$ cat src/design/gtg_pkg.sv
// shared types, widths and constants of the go-to-goal drive controller
// no dependencies; imported by every module of the block
package gtg_pkg;

  // number of cordic micro-rotations (8..24)
  localparam int CORDIC_ITERATIONS = 16;
  // restoring square root, one result bit per step; also the length of the
  // shared iteration phase, so it must not be below CORDIC_ITERATIONS
  localparam int ISQRT_STEPS = 25;
  localparam int CNT_W = 5;

  localparam int POS_W   = 24;
  localparam int DIFF_W  = 25;
  localparam int SQ_W    = 2 * POS_W;
  localparam int PROD_W  = 2 * DIFF_W;
  localparam int RAD_W   = 2 * ISQRT_STEPS;
  localparam int ROOT_W  = ISQRT_STEPS;
  localparam int REM_W   = ROOT_W + 2;
  localparam int XY_W    = 44;
  localparam int ANG_W   = 46;
  localparam int ANG_FRAC = 40;
  localparam int CORDIC_PRESCALE = 16;
  localparam int HDG_W   = 16;
  localparam int HEADING_SHIFT = ANG_FRAC - 13;
  localparam int MAG_W   = 15;
  localparam int CMD_W   = 16;
  localparam int TIMER_W = 21;
  localparam int ELAPSED_W = 16;
  localparam int TURN_SHIFT = 11;
  localparam int TURN_ROUND = 1024;

  // configuration register widths
  localparam int HDB_W  = 15;
  localparam int DDB_W  = 16;
  localparam int GAIN_W = 16;
  localparam int TLIM_W = 15;
  localparam int FLIM_W = 15;
  localparam int CFG_DATA_W = 16;
  localparam int CFG_IDX_W  = 3;

  // angles in Q40 radians
  localparam logic signed [ANG_W-1:0] PI_Q40     = 46'sd3454217652356;
  localparam logic signed [ANG_W-1:0] NEG_PI_Q40 = -46'sd3454217652356;
  localparam logic signed [ANG_W-1:0] TWO_PI_Q40 = 46'sd6908435304712;
  localparam logic signed [ANG_W-1:0] ROUND_HALF = 46'sd67108864;

  // command codes
  localparam logic [1:0] CMD_SET_GOAL = 2'd0;
  localparam logic [1:0] CMD_POSE     = 2'd1;
  localparam logic [1:0] CMD_MOVE     = 2'd2;

  // configuration register indexes
  localparam logic [CFG_IDX_W-1:0] REG_HEADING_DB  = 3'd0;
  localparam logic [CFG_IDX_W-1:0] REG_DISTANCE_DB = 3'd1;
  localparam logic [CFG_IDX_W-1:0] REG_TURN_GAIN   = 3'd2;
  localparam logic [CFG_IDX_W-1:0] REG_TURN_LIMIT  = 3'd3;
  localparam logic [CFG_IDX_W-1:0] REG_FWD_LIMIT   = 3'd4;

  // control of the cordic unit from the sequencer
  typedef struct packed {
    logic             start;
    logic             step;
    logic [CNT_W-1:0] idx;
  } gtg_cordic_ctl_t;

  // atan(2^-i) in Q40, truncated power series terms
  function automatic logic signed [ANG_W-1:0] atan_q40(input logic [CNT_W-1:0] idx);
    case (idx)
      5'd0:    atan_q40 = 46'sd863554413089;
      5'd1:    atan_q40 = 46'sd509785937287;
      5'd2:    atan_q40 = 46'sd269356888664;
      5'd3:    atan_q40 = 46'sd136729762477;
      5'd4:    atan_q40 = 46'sd68630207382;
      5'd5:    atan_q40 = 46'sd34348560107;
      5'd6:    atan_q40 = 46'sd17178471287;
      5'd7:    atan_q40 = 46'sd8589759836;
      5'd8:    atan_q40 = 46'sd4294945451;
      5'd9:    atan_q40 = 46'sd2147480918;
      5'd10:   atan_q40 = 46'sd1073741483;
      5'd11:   atan_q40 = 46'sd536870870;
      5'd12:   atan_q40 = 46'sd268435451;
      // series has a single term from here on
      default: atan_q40 = ANG_W'(1) << (ANG_FRAC - int'(idx));
    endcase
  endfunction

endpackage

$ cat src/design/go_to_goal_drive_controller.sv
// top level of the go-to-goal drive controller: sequencer, state, config
// depends on gtg_pkg, gtg_cordic, gtg_isqrt
//
// Turn-then-drive rover controller. Transactions on the input channel set the
// goal (cmd 0), report a pose (cmd 1) or load a timed manual move (cmd 2);
// cmd 3 is dropped. A pose produces one velocity command transaction on the
// output channel; a manual move with a positive duration produces one at
// once; goal updates produce none. While the manual timer is positive a pose
// returns the manual velocities, counts the timer down and moves the goal to
// the pose. Otherwise the goal distance (exact floor square root, saturated
// to 24 bits) and the bearing (16-step cordic) are computed; beyond the
// distance deadband the rover turns in place with gain times the heading
// error, clamped to turn_limit, or drives at forward_limit once the error is
// inside the heading deadband. The first pose after reset also becomes the
// goal. An automatic pose goes from acceptance through the squares of the
// offsets, the 25 steps of the square root with the cordic alongside, the
// error wrap, the rounding, the gain multiply and the clamp to the result
// register. in_stall is high for the whole time a pose is being worked on.
// A finished result sits in the output register and the next transaction
// can be taken meanwhile.
// Configuration writes must only be issued while the block is idle.
module go_to_goal_drive_controller import gtg_pkg::*; (
  input  logic                        clk,
  input  logic                        rst_n,
  // input channel
  input  logic                        in_valid,
  output logic                        in_stall,
  input  logic [1:0]                  in_cmd,
  input  logic signed [POS_W-1:0]     in_pos_x,
  input  logic signed [POS_W-1:0]     in_pos_y,
  input  logic signed [HDG_W-1:0]     in_heading,
  input  logic [ELAPSED_W-1:0]        in_elapsed_ms,
  input  logic signed [CMD_W-1:0]     in_move_linear,
  input  logic signed [CMD_W-1:0]     in_move_angular,
  input  logic signed [TIMER_W-1:0]   in_move_duration_ms,
  // result channel
  output logic                        out_valid,
  input  logic                        out_stall,
  output logic signed [CMD_W-1:0]     out_drive_linear,
  output logic signed [CMD_W-1:0]     out_drive_angular,
  output logic [POS_W-1:0]            out_goal_distance,
  output logic                        out_manual_mode,
  // configuration write port
  input  logic                        cfg_we,
  input  logic [CFG_IDX_W-1:0]        cfg_index,
  input  logic [CFG_DATA_W-1:0]       cfg_wdata
);

  typedef enum logic [3:0] {
    S_IDLE, S_SQX, S_SQY, S_SUM, S_ITER, S_ERR, S_WRAP, S_RND, S_GAIN, S_CMD, S_DONE
  } state_t;

  // control state
  state_t                     state_r, state_nxt;
  logic                       out_valid_r, out_valid_nxt;
  logic [CNT_W-1:0]           cnt_r, cnt_nxt;
  logic signed [POS_W-1:0]    goal_x_r, goal_x_nxt, goal_y_r, goal_y_nxt;
  logic                       first_pose_r, first_pose_nxt;
  logic signed [TIMER_W-1:0]  timer_r, timer_nxt;
  logic signed [CMD_W-1:0]    man_lin_r, man_lin_nxt, man_ang_r, man_ang_nxt;
  logic [HDB_W-1:0]           hdg_db_r, hdg_db_nxt;
  logic [DDB_W-1:0]           dist_db_r, dist_db_nxt;
  logic [GAIN_W-1:0]          gain_r, gain_nxt;
  logic [TLIM_W-1:0]          turn_lim_r, turn_lim_nxt;
  logic [FLIM_W-1:0]          fwd_lim_r, fwd_lim_nxt;

  // datapath
  logic signed [DIFF_W-1:0]   dx_r, dx_nxt, dy_r, dy_nxt;
  logic signed [HDG_W-1:0]    heading_r, heading_nxt;
  logic [PROD_W-1:0]          prod_r, prod_nxt;
  logic [SQ_W-1:0]            sq_r, sq_nxt;
  logic [POS_W-1:0]           dist_r, dist_nxt;
  logic signed [ANG_W-1:0]    e_r, e_nxt;
  logic [MAG_W-1:0]           mag_r, mag_nxt;
  logic                       err_neg_r, err_neg_nxt;
  logic signed [CMD_W-1:0]    res_lin_r, res_lin_nxt, res_ang_r, res_ang_nxt;
  logic [POS_W-1:0]           res_dist_r, res_dist_nxt;
  logic                       res_man_r, res_man_nxt;
  logic signed [CMD_W-1:0]    out_lin_r, out_lin_nxt, out_ang_r, out_ang_nxt;
  logic [POS_W-1:0]           out_dist_r, out_dist_nxt;
  logic                       out_man_r, out_man_nxt;

  // shared multiplier and helpers
  logic signed [DIFF_W-1:0]   mul_a, mul_b;
  logic signed [PROD_W-1:0]   mul_p;
  logic                       in_acc;
  logic signed [TIMER_W:0]    timer_sub;
  logic [RAD_W-1:0]           rad;
  logic [ROOT_W-1:0]          root;
  logic signed [ANG_W-1:0]    bearing, e_rnd;
  logic [HDG_W-1:0]           err_q, mag_full;
  logic [PROD_W-1:0]          turn_sum;
  logic [PROD_W-TURN_SHIFT-1:0] turn_q;
  logic [TLIM_W-1:0]          turn_mag;
  logic                       isqrt_start, isqrt_step;
  gtg_cordic_ctl_t            cordic_ctl;

  assign in_stall = (state_r != S_IDLE);
  assign in_acc   = in_valid && !in_stall;

  assign mul_p = mul_a * mul_b;
  assign rad   = RAD_W'(sq_r) + RAD_W'(prod_r[SQ_W-1:0]);

  // manual timer countdown, saturating at the most negative value
  assign timer_sub = (TIMER_W+1)'(timer_r)
                   - (TIMER_W+1)'(signed'({1'b0, in_elapsed_ms}));

  // heading error rounding to 2^-13 rad
  assign e_rnd    = e_r + ROUND_HALF;
  assign err_q    = e_rnd[HEADING_SHIFT +: HDG_W];
  assign mag_full = err_q[HDG_W-1] ? -err_q : err_q;

  // turn rate magnitude: (gain * |err| + 1024) >> 11, clamped
  assign turn_sum = prod_r + PROD_W'(TURN_ROUND);
  assign turn_q   = turn_sum[PROD_W-1:TURN_SHIFT];
  assign turn_mag = (turn_q > (PROD_W-TURN_SHIFT)'(turn_lim_r)) ? turn_lim_r
                                                                : turn_q[TLIM_W-1:0];

  // shared iteration phase drives both units
  assign isqrt_start      = (state_r == S_SUM);
  assign isqrt_step       = (state_r == S_ITER);
  assign cordic_ctl.start = (state_r == S_SUM);
  assign cordic_ctl.step  = (state_r == S_ITER) && (cnt_r < CNT_W'(CORDIC_ITERATIONS));
  assign cordic_ctl.idx   = cnt_r;

  gtg_isqrt u_isqrt (
    .clk   (clk),
    .start (isqrt_start),
    .step  (isqrt_step),
    .rad   (rad),
    .root  (root)
  );

  gtg_cordic u_cordic (
    .clk   (clk),
    .ctl   (cordic_ctl),
    .dx    (dx_r),
    .dy    (dy_r),
    .angle (bearing)
  );

  always_comb begin
    state_nxt      = state_r;
    out_valid_nxt  = out_valid_r;
    cnt_nxt        = cnt_r;
    goal_x_nxt     = goal_x_r;
    goal_y_nxt     = goal_y_r;
    first_pose_nxt = first_pose_r;
    timer_nxt      = timer_r;
    man_lin_nxt    = man_lin_r;
    man_ang_nxt    = man_ang_r;
    hdg_db_nxt     = hdg_db_r;
    dist_db_nxt    = dist_db_r;
    gain_nxt       = gain_r;
    turn_lim_nxt   = turn_lim_r;
    fwd_lim_nxt    = fwd_lim_r;
    dx_nxt         = dx_r;
    dy_nxt         = dy_r;
    heading_nxt    = heading_r;
    prod_nxt       = prod_r;
    sq_nxt         = sq_r;
    dist_nxt       = dist_r;
    e_nxt          = e_r;
    mag_nxt        = mag_r;
    err_neg_nxt    = err_neg_r;
    res_lin_nxt    = res_lin_r;
    res_ang_nxt    = res_ang_r;
    res_dist_nxt   = res_dist_r;
    res_man_nxt    = res_man_r;
    out_lin_nxt    = out_lin_r;
    out_ang_nxt    = out_ang_r;
    out_dist_nxt   = out_dist_r;
    out_man_nxt    = out_man_r;
    mul_a          = dx_r;
    mul_b          = dx_r;

    // the user must issue config writes only while idle; the block does not enforce it
    if (cfg_we) begin
      case (cfg_index)
        REG_HEADING_DB:  hdg_db_nxt   = cfg_wdata[HDB_W-1:0];
        REG_DISTANCE_DB: dist_db_nxt  = cfg_wdata[DDB_W-1:0];
        REG_TURN_GAIN:   gain_nxt     = cfg_wdata[GAIN_W-1:0];
        REG_TURN_LIMIT:  turn_lim_nxt = cfg_wdata[TLIM_W-1:0];
        REG_FWD_LIMIT:   fwd_lim_nxt  = cfg_wdata[FLIM_W-1:0];
        default: ;
      endcase
    end

    // result register drains independently of the sequencer
    if (out_valid_r && !out_stall) begin
      out_valid_nxt = 1'b0;
    end

    case (state_r)
      S_IDLE: begin
        if (in_acc) begin
          case (in_cmd)
            CMD_SET_GOAL: begin
              goal_x_nxt = in_pos_x;
              goal_y_nxt = in_pos_y;
            end
            CMD_POSE: begin
              first_pose_nxt = 1'b0;
              if (!timer_r[TIMER_W-1] && (timer_r != '0)) begin
                // manual move still running
                if (timer_sub[TIMER_W] != timer_sub[TIMER_W-1]) begin
                  timer_nxt = {1'b1, {(TIMER_W-1){1'b0}}};
                end else begin
                  timer_nxt = timer_sub[TIMER_W-1:0];
                end
                goal_x_nxt   = in_pos_x;
                goal_y_nxt   = in_pos_y;
                res_lin_nxt  = man_lin_r;
                res_ang_nxt  = man_ang_r;
                res_dist_nxt = '0;
                res_man_nxt  = 1'b1;
                state_nxt    = S_DONE;
              end else begin
                dx_nxt      = DIFF_W'(goal_x_r) - DIFF_W'(in_pos_x);
                dy_nxt      = DIFF_W'(goal_y_r) - DIFF_W'(in_pos_y);
                heading_nxt = in_heading;
                // first pose seeds the goal; the offsets above use the old goal
                if (first_pose_r) begin
                  goal_x_nxt = in_pos_x;
                  goal_y_nxt = in_pos_y;
                end
                state_nxt = S_SQX;
              end
            end
            CMD_MOVE: begin
              timer_nxt   = in_move_duration_ms;
              man_lin_nxt = in_move_linear;
              man_ang_nxt = in_move_angular;
              if (!in_move_duration_ms[TIMER_W-1] && (in_move_duration_ms != '0)) begin
                res_lin_nxt  = in_move_linear;
                res_ang_nxt  = in_move_angular;
                res_dist_nxt = '0;
                res_man_nxt  = 1'b1;
                state_nxt    = S_DONE;
              end
            end
            default: ;
          endcase
        end
      end
      S_SQX: begin
        mul_a     = dx_r;
        mul_b     = dx_r;
        prod_nxt  = PROD_W'(mul_p);
        state_nxt = S_SQY;
      end
      S_SQY: begin
        mul_a     = dy_r;
        mul_b     = dy_r;
        sq_nxt    = prod_r[SQ_W-1:0];
        prod_nxt  = PROD_W'(mul_p);
        state_nxt = S_SUM;
      end
      S_SUM: begin
        // square root and cordic load here
        cnt_nxt   = '0;
        state_nxt = S_ITER;
      end
      S_ITER: begin
        cnt_nxt = cnt_r + CNT_W'(1);
        if (cnt_r == CNT_W'(ISQRT_STEPS - 1)) begin
          state_nxt = S_ERR;
        end
      end
      S_ERR: begin
        dist_nxt  = (|root[ROOT_W-1:POS_W]) ? '1 : root[POS_W-1:0];
        e_nxt     = bearing - (ANG_W'(heading_r) <<< HEADING_SHIFT);
        state_nxt = S_WRAP;
      end
      S_WRAP: begin
        // bring the error into (-pi, pi]
        if (e_r > PI_Q40) begin
          e_nxt = e_r - TWO_PI_Q40;
        end else if (e_r <= NEG_PI_Q40) begin
          e_nxt = e_r + TWO_PI_Q40;
        end else begin
          state_nxt = S_RND;
        end
      end
      S_RND: begin
        err_neg_nxt = err_q[HDG_W-1];
        mag_nxt     = mag_full[MAG_W-1:0];
        state_nxt   = S_GAIN;
      end
      S_GAIN: begin
        mul_a     = DIFF_W'(gain_r);
        mul_b     = DIFF_W'(mag_r);
        prod_nxt  = PROD_W'(mul_p);
        state_nxt = S_CMD;
      end
      S_CMD: begin
        res_lin_nxt  = '0;
        res_ang_nxt  = '0;
        res_dist_nxt = dist_r;
        res_man_nxt  = 1'b0;
        if (dist_r > POS_W'(dist_db_r)) begin
          if (mag_r > hdg_db_r) begin
            res_ang_nxt = err_neg_r ? -CMD_W'(turn_mag) : CMD_W'(turn_mag);
          end else begin
            res_lin_nxt = CMD_W'(fwd_lim_r);
          end
        end
        state_nxt = S_DONE;
      end
      S_DONE: begin
        // wait for the result register to be free
        if (!out_valid_r || !out_stall) begin
          out_valid_nxt = 1'b1;
          out_lin_nxt   = res_lin_r;
          out_ang_nxt   = res_ang_r;
          out_dist_nxt  = res_dist_r;
          out_man_nxt   = res_man_r;
          state_nxt     = S_IDLE;
        end
      end
      default: state_nxt = S_IDLE;
    endcase
  end

  always_ff @(posedge clk) begin
    dx_r       <= dx_nxt;
    dy_r       <= dy_nxt;
    heading_r  <= heading_nxt;
    prod_r     <= prod_nxt;
    sq_r       <= sq_nxt;
    dist_r     <= dist_nxt;
    e_r        <= e_nxt;
    mag_r      <= mag_nxt;
    err_neg_r  <= err_neg_nxt;
    res_lin_r  <= res_lin_nxt;
    res_ang_r  <= res_ang_nxt;
    res_dist_r <= res_dist_nxt;
    res_man_r  <= res_man_nxt;
    out_lin_r  <= out_lin_nxt;
    out_ang_r  <= out_ang_nxt;
    out_dist_r <= out_dist_nxt;
    out_man_r  <= out_man_nxt;
    if (!rst_n) begin
      state_r      <= S_IDLE;
      out_valid_r  <= 1'b0;
      cnt_r        <= '0;
      goal_x_r     <= '0;
      goal_y_r     <= '0;
      first_pose_r <= 1'b1;
      timer_r      <= '0;
      man_lin_r    <= '0;
      man_ang_r    <= '0;
      hdg_db_r     <= HDB_W'(1147);
      dist_db_r    <= DDB_W'(150);
      gain_r       <= GAIN_W'(512);
      turn_lim_r   <= TLIM_W'(410);
      fwd_lim_r    <= FLIM_W'(307);
    end else begin
      state_r      <= state_nxt;
      out_valid_r  <= out_valid_nxt;
      cnt_r        <= cnt_nxt;
      goal_x_r     <= goal_x_nxt;
      goal_y_r     <= goal_y_nxt;
      first_pose_r <= first_pose_nxt;
      timer_r      <= timer_nxt;
      man_lin_r    <= man_lin_nxt;
      man_ang_r    <= man_ang_nxt;
      hdg_db_r     <= hdg_db_nxt;
      dist_db_r    <= dist_db_nxt;
      gain_r       <= gain_nxt;
      turn_lim_r   <= turn_lim_nxt;
      fwd_lim_r    <= fwd_lim_nxt;
    end
  end

  assign out_valid         = out_valid_r;
  assign out_drive_linear  = out_lin_r;
  assign out_drive_angular = out_ang_r;
  assign out_goal_distance = out_dist_r;
  assign out_manual_mode   = out_man_r;

endmodule

$ cat src/design/gtg_isqrt.sv
// restoring integer square root, one result bit per clock while step is high
// depends on gtg_pkg
module gtg_isqrt import gtg_pkg::*; (
  input  logic              clk,
  input  logic              start,
  input  logic              step,
  input  logic [RAD_W-1:0]  rad,
  output logic [ROOT_W-1:0] root
);

  logic [RAD_W-1:0]  val_r, val_nxt;
  logic [REM_W-1:0]  rem_r, rem_nxt, rem_sh, trial;
  logic [ROOT_W-1:0] root_r, root_nxt;

  always_comb begin
    rem_sh   = {rem_r[REM_W-3:0], val_r[RAD_W-1 -: 2]};
    trial    = {root_r, 2'b01};
    val_nxt  = val_r;
    rem_nxt  = rem_r;
    root_nxt = root_r;
    if (start) begin
      val_nxt  = rad;
      rem_nxt  = '0;
      root_nxt = '0;
    end else if (step) begin
      val_nxt = {val_r[RAD_W-3:0], 2'b00};
      if (rem_sh >= trial) begin
        rem_nxt  = rem_sh - trial;
        root_nxt = {root_r[ROOT_W-2:0], 1'b1};
      end else begin
        rem_nxt  = rem_sh;
        root_nxt = {root_r[ROOT_W-2:0], 1'b0};
      end
    end
  end

  always_ff @(posedge clk) begin
    val_r  <= val_nxt;
    rem_r  <= rem_nxt;
    root_r <= root_nxt;
  end

  assign root = root_r;

endmodule

$ cat src/design/gtg_cordic.sv
// vectoring cordic for atan2, one micro-rotation per clock while step is high
// depends on gtg_pkg (angle table, widths)
module gtg_cordic import gtg_pkg::*; (
  input  logic                     clk,
  input  gtg_cordic_ctl_t          ctl,
  input  logic signed [DIFF_W-1:0] dx,
  input  logic signed [DIFF_W-1:0] dy,
  output logic signed [ANG_W-1:0]  angle
);

  logic signed [XY_W-1:0]  x_r, y_r, x_nxt, y_nxt, x0, y0, xs, ys;
  logic signed [ANG_W-1:0] z_r, z_nxt, z0;
  logic                    y_pos;

  always_comb begin
    x0 = XY_W'(dx) <<< CORDIC_PRESCALE;
    y0 = XY_W'(dy) <<< CORDIC_PRESCALE;
    z0 = '0;
    // left half plane: rotate by pi first
    if (dx[DIFF_W-1]) begin
      x0 = -x0;
      y0 = -y0;
      z0 = dy[DIFF_W-1] ? NEG_PI_Q40 : PI_Q40;
    end
    xs    = x_r >>> ctl.idx;
    ys    = y_r >>> ctl.idx;
    y_pos = !y_r[XY_W-1] && (y_r != '0);
    x_nxt = x_r;
    y_nxt = y_r;
    z_nxt = z_r;
    if (ctl.start) begin
      x_nxt = x0;
      y_nxt = y0;
      z_nxt = z0;
    end else if (ctl.step) begin
      if (y_pos) begin
        x_nxt = x_r + ys;
        y_nxt = y_r - xs;
        z_nxt = z_r + atan_q40(ctl.idx);
      end else begin
        x_nxt = x_r - ys;
        y_nxt = y_r + xs;
        z_nxt = z_r - atan_q40(ctl.idx);
      end
    end
  end

  always_ff @(posedge clk) begin
    x_r <= x_nxt;
    y_r <= y_nxt;
    z_r <= z_nxt;
  end

  assign angle = z_r;

endmodule

$ cat config.mk
export PLATFORM = sky130hd
export DESIGN_NAME = go_to_goal_drive_controller
export DESIGN_NICKNAME = d
export VERILOG_FILES = /design/src/design/gtg_pkg.sv /design/src/design/go_to_goal_drive_controller.sv /design/src/design/gtg_isqrt.sv /design/src/design/gtg_cordic.sv
export SDC_FILE = /design/constraint.sdc
export NUM_CORES = 2
export LEC_CHECK = 0
export ABC_AREA = 1
export BUFFER_PORTS_ARGS = -buffer_cell sky130_fd_sc_hd__buf_2
export CAP_MARGIN = 10
export CELL_PAD_IN_SITES_DETAIL_PLACEMENT = 1
export CELL_PAD_IN_SITES_GLOBAL_PLACEMENT = 1
export CORE_ASPECT_RATIO = 1.1
export CORE_MARGIN = 2
export CORE_UTILIZATION = 35
export CTS_CLUSTER_DIAMETER = 30
export DETAILED_ROUTE_END_ITERATION = 6
export GPL_TIMING_DRIVEN = 0
export PLACE_DENSITY = 0.72
export SLEW_MARGIN = 20
export SYNTH_ARGS = -nofsm -noshare
export SYNTH_HDL_FRONTEND = slang
export SYNTH_SLANG_ARGS = --single-unit
$ cat constraint.sdc
create_clock -name clk -period 14 [get_ports clk]
set_input_delay 2.8 -clock clk [delete_from_list [all_inputs] [get_ports clk]]
set_output_delay 2.8 -clock clk [all_outputs]
set_load 0.02 [all_outputs]
**Word level (Yosys, flattened, before mapping)**

Index checks and enable logic that the tools add are counted.

- Register bits after elaboration: 787
- Input bits: 159
- Output and inout port bits: 59
- Logic and storage cells: 232

- Add/subtract/negate cells: 22
- $mul: 1
- $lt $le $gt $ge: 7
- Equality and inequality tests: 41
- Shift operators: 3
- Mux-type cells: 78
- Bitwise operators: 1
- Reduce and logical (&&, ||, !) cells: 42

Operators by type and width:

| operator | number |
|---|---|
| 46-bit 2-to-1 mux | 13 |
| 46-bit one-hot mux with 13 select lines | 1 |
| 44-bit 2-to-1 mux | 8 |
| 24-bit one-hot mux with 2 select lines | 4 |
| 24-bit 2-to-1 mux | 7 |
| 16-bit 2-to-1 mux | 9 |
| 16-bit one-hot mux with 2 select lines | 4 |
| 50-bit 2-to-1 mux | 2 |
| 25-bit one-hot mux with 2 select lines | 2 |
| 46-bit one-hot mux with 2 select lines | 1 |
| 44-bit adder | 2 |
| 41-bit negator with 44-bit output | 2 |
| 44-bit by 5-bit >>> shifter with 44-bit output | 2 |
| 44-bit subtractor | 2 |
| 15-bit 2-to-1 mux | 4 |
| 50-bit by 11-bit adder with 50-bit output, second input constant | 1 |
| 25-bit by 25-bit multiplier with 50-bit output | 1 |
| 24-bit by 24-bit subtractor with 25-bit output | 2 |
| 48-bit by 48-bit adder with 49-bit output | 1 |
| 46-bit by 44-bit adder with 46-bit output, second input constant | 1 |
| 46-bit adder | 1 |
| 46-bit by 43-bit greater-than comparator with 1-bit output, second input constant | 1 |
| 46-bit by 43-bit less-or-equal comparator with 1-bit output, second input constant | 1 |
| 1-bit by 32-bit left shift with 46-bit output, first input constant | 1 |
| other kinds (61) | 122 |

**Logic depth before layout (Yosys ltp)**

- Depth in word-level cells: 10
- Gate-level depth with buffers: 42
- Depth with buffers taken out: 40

**By module**

A second synthesis with hierarchy kept.

- Cells, all modules: 11429
- Area, all modules: 84673.7 sq um

Modules (own cells, without submodules):

| module | instances | cells each | area an instance (sq um) | seq. area each (sq um) |
|---|---|---|---|---|
| go_to_goal_drive_controller | 1 | 6542 | 55007.8 | 14714.1 |
| gtg_cordic | 1 | 4047 | 23752.8 | 4023.9 |
| gtg_isqrt | 1 | 840 | 5913.2 | 2502.4 |

**Worst setup path before layout**

OpenSTA, ideal clock, no wires.

- Kind: flip-flop to flip-flop
- Start point: register state_r[2]
- End point: register u_cordic.z_r[0], in the netlist u_cordic.angle[0], enable pin
- Library setup time: 0.813 ns
- Arrival time: 10.763 ns
- Data required time: 13.187 ns
- Path slack: 2.424 ns
- Cell stages (with the launch flop): 9
- Path buffers: 2
- Period minus slack after synthesis: 11.576 ns
- Path through: dfxtp_1 inv_1 nor2_1 inv_1 nor2_1 inv_1 clkbuf_1 clkbuf_1 o21ai_0

- Cells in the longest elaborated chain, start to end: 3
- Elaborated cells between the ends (all ways): 4
- Classes of those cells: 2 x eq/ne; 2 x reduce/logical

RTL lines:

| item | line | RTL |
|---|---|---|
| from (decl) | go_to_goal_drive_controller.sv:54 | `state_t state_r, state_nxt;` |
| from (signal assigned) | go_to_goal_drive_controller.sv:359 | `state_r <= state_nxt;` |
| 4-bit by 3-bit == test with 1-bit output | go_to_goal_drive_controller.sv:123 | `assign cordic_ctl.step = (state_r == S_ITER) && (cnt_r < CNT_W'(CORDIC_ITERATIONS));` |
| 1-bit logical AND | go_to_goal_drive_controller.sv:123 |  |
| 2-bit nonzero test (no source line) (*) | n/a |  |
| to (signal assigned) | gtg_cordic.sv:51 | `z_r <= z_nxt;` |
| to (decl) | gtg_cordic.sv:12 | `logic signed [ANG_W-1:0] z_r, z_nxt, z0;` |

Mark *: on every way between the ends. The rest lies on a longest branch, timed or not.
A chain may end at the register's enable or synchronous reset.

**Worst setup path after layout**

- Start point: register state_r[1]
- End point: register prod_r[43] (data pin)

- Cells in the longest elaborated chain, start to end: 3
- Elaborated cells between the ends (all ways): 5
- Classes of those cells: 1 x mul; 2 x eq/ne; 2 x mux

RTL lines:

| item | line | RTL |
|---|---|---|
| 4-bit == test or 4-bit by 2-bit == test with 1-bit output (tied branches) | go_to_goal_drive_controller.sv:194 | `case (state_r)` |
| 25-bit one-hot mux with 2 select lines | go_to_goal_drive_controller.sv:194 |  |
| 25-bit by 25-bit multiplier with 50-bit output (*) | go_to_goal_drive_controller.sv:101 | `assign mul_p = mul_a * mul_b;` |
| net mul_p[43] | go_to_goal_drive_controller.sv:85 | `logic signed [PROD_W-1:0] mul_p;` |
| to (signal assigned) | go_to_goal_drive_controller.sv:329 | `prod_r <= prod_nxt;` |
| to (decl) | go_to_goal_drive_controller.sv:70 | `logic [PROD_W-1:0] prod_r, prod_nxt;` |

Mark *: on every way through the listed nets, which the timed path passes. The rest lies on a longest branch.

==> flow_metrics.env <==
export IMPL_start_util_pct=35.3
export IMPL_die_w_microns=472
export IMPL_cp_slowest_stage_delay_ns=1.02
export IMPL_synth_edf_count=548
export IMPL_finalCritPeriodShare_pct=86.5
export IMPL_synthTopCellsByArea="edfxtp_1 20%, fa_1 16%, nand2_1 10%, inv_1 8.5%, ha_1 8.0%"
export IMPL_critPathSlowestCell="o22ai_1"
export IMPL_cts_made_buffers=223
export IMPL_r2r_slack_ns=1.90
export IMPL_yosysTopAreaCell="edfxtp_1"
export IMPL_path_class="reg -> reg"
export IMPL_gr_usage_all_layers_pct=30.5
export IMPL_wire_per_inst_microns=25.1
export IMPL_crit_fanout=57
export IMPL_cts_tree="built"
export IMPL_grt_overflow_total=0
export IMPL_yosys_warnings=0
export IMPL_route_detailed_drc=0
export IMPL_synth_flop_cell="edfxtp_1"
export IMPL_dpl_cell_area_sq_um=90000
export IMPL_cts_hold_buf=0
export IMPL_yosys_cell_types_count=76
export IMPL_area_growth_pct=16.1
export IMPL_worst_pin_slew_ns=1.24
export IMPL_post_cts_buffers=0
export IMPL_netlist_top_cells_count="2318 x nand2_1, 1911 x inv_1, 1320 x nor2_1, 920 x o21ai_0, 854 x a21oi_1"
export IMPL_io_buffers=217
export IMPL_grt_pass1_vias=88200
export IMPL_reg2reg_to="prod_r[43]"
export IMPL_hold_class="reg -> reg"
export IMPL_cts_num_sinks=787
export IMPL_hp_start="res_lin_r[6]"
export IMPL_core_area_sq_um=239000
export IMPL_rsz0062_at_grt="no"
export IMPL_yosysMostFrequentCell="nand2_1"
export IMPL_path_clk_slew_ns=0.05
export IMPL_avgSynthCellArea_sq_um=7.38
export IMPL_r2r_start="state_r[1]"
export IMPL_rows=188
export IMPL_synthCells=11400
export IMPL_ant_nets=0
export IMPL_min_to="out_drive_linear[6]"
export IMPL_status="finished clean"
export IMPL_root_buffer="clkbuf_16"
export IMPL_die_y_microns=518
export IMPL_fillCellCount=29400
export IMPL_grt_first_pass_wirelength_microns=565000
export IMPL_nNetsFinal=13200
export IMPL_grt_max_degree=58
export IMPL_cts_repair_resized=0
export IMPL_place_hpwl_microns=312000
export IMPL_skew_ns=0.124
export IMPL_place_gp_congestion=1.00
export IMPL_synth_seq_area_share_pct=25.2
export IMPL_relSlewSlack_pct=17.3
export IMPL_drive_gt1_share_pct=7.17
export IMPL_tns_ns=0
export IMPL_vias_per_cell=5.47
export IMPL_end_kind="register"
export IMPL_setup_viol=0
export IMPL_ys_ff_latch=787
export IMPL_max_freq_mhz=82.6
export IMPL_crit_path_frequent_cell="inv_1"
export IMPL_clock_path_buffers=4
export IMPL_required_ns=14.65
export IMPL_hold_path_depth=0
export IMPL_hold_viol_final=0
export IMPL_antenna_found_initial=26
export IMPL_synth_top_area_share_pct=19.5
export IMPL_syn_nets=12800
export IMPL_clock_latency_ns=0.92
export IMPL_period_minus_slack_ns=12.10
export IMPL_multi_input_area_sq_um=54400
export IMPL_crit_path_start_kind="register"
export IMPL_seq_area_sq_um=21200
export IMPL_pin_count=218
export IMPL_vias=83100
export IMPL_drv_cap=0
export IMPL_slew_violations=0
export IMPL_ys_async_sr_fraction_pct=0
export IMPL_h_tree_depth=4
export IMPL_arrival_ns=12.75
export IMPL_drt_wl_total_microns=381000
export IMPL_synthesis_area_sq_um=84200
export IMPL_dieArea_sq_um=244000
export IMPL_dr_pass1_iters=7
export IMPL_stdcell_area_sq_um=97800
export IMPL_worstRegToRegCells=35
export IMPL_drt_initial_drc_count=6141
critical path: cells and delay by family, from the launching register on:
| family | cells | cell delay [ns] |
|---|---|---|
| compound gates | 6 | 2.11 |
| xor+xnor | 1 | 0.16 |
| fa+ha+maj | 8 | 3.99 |
| buf+inv | 13 | 3.71 |
| flops | 1 | 0.41 |
| simple gates | 7 | 1.42 |
metal layers:
metal | GRT usage, % | vias up | routed length [microns]
met3 | 3.78 | 830 | 20900
li1 | - | 38000 | -
met4 | 16.9 | 10 | 23900
met2 | 50.8 | 2631 | 179000
met1 | 38.4 | 41600 | 157000
met5 | 0 | - | 63
state kept, by name, summed over array words and instances (netlist names), 44 cells and up:
name	count
prod_r	50
u_isqrt.val_r	50
sq_r	48
e_r	46
u_cordic.angle	46
u_cordic.x_r	44
u_cordic.y_r	44
per-stage QoR:
step | instances | hold slack, ns | utilization [%] | setup WS (ns)
detailed placement | 14800 | 0.405 | 37.7 | 2.01
CTS | 15200 | 0.408 | 40.9 | 1.93
global route | 15200 | 0.418 | 40.9 | 1.25
finish | 15200 | 0.413 | 40.9 | 1.90
global placement | 14800 | 0.403 | 37.4 | -5.46
floorplan | 11400 | 0.400 | - | 2.42
worst max-delay path by stage:
stage,startpoint,endpoint,slack (ns),cells past startpoint
after floorplan,state_r[2],u_cordic.angle[0],2.42,8
after global placement,state_r[2],u_cordic.y_r[24],-5.46,8
after detailed placement,state_r[1],prod_r[49],2.01,32
after CTS,state_r[1],prod_r[49],1.93,32
after global routing,state_r[1],prod_r[49],1.25,32
final,state_r[1],prod_r[43],1.90,35
layout by cell type, fill, tap and decap left out, drive strengths merged, types with 79 or more instances in the layout:
| cell type | instances |
|---|---|
| clkinv | 101 |
| xor2 | 232 |
| nand3 | 436 |
| nand4 | 102 |
| nand2 | 2330 |
| dfxtp | 239 |
| fa | 656 |
| o21ai | 944 |
| a21oi | 857 |
| nor3 | 97 |
| edfxtp | 548 |
| nor2 | 1346 |
| clkbuf | 483 |
| or2 | 79 |
| a31oi | 156 |
| xnor2 | 130 |
| ha | 539 |
| inv | 1949 |
| buf | 338 |
final cells by class:
cell class	instances	area share [%]
antenna	13	0.0333
buffer	327	1.39
clock buffer	249	5.89
clock inverter	161	2.02
inverter	1945	7.47
multi-input combinational	8343	55.7
sequential	787	21.7
tap	3135	4.01
timing repair buffer	245	1.76
logic make-up (layout without fill, tap and decap cells):
| kind of cell | after synthesis | in the layout | share of synthesized area [%] |
|---|---|---|---|
| simple gates | 4476 | 4476 | 21.9 |
| buf+inv | 2272 | 2927 | 10.3 |
| compound gates | 2264 | 2264 | 14.7 |
| fa+ha+maj | 1195 | 1195 | 23.6 |
| flops | 787 | 787 | 25.2 |
| xor+xnor | 362 | 362 | 3.80 |
| mux | 46 | 46 | 0.547 |
| other cells | 0 | 13 | 0 |
Power is not shown: default switching activity piles up to over one toggle a cycle in this logic, so the estimate is an artifact.
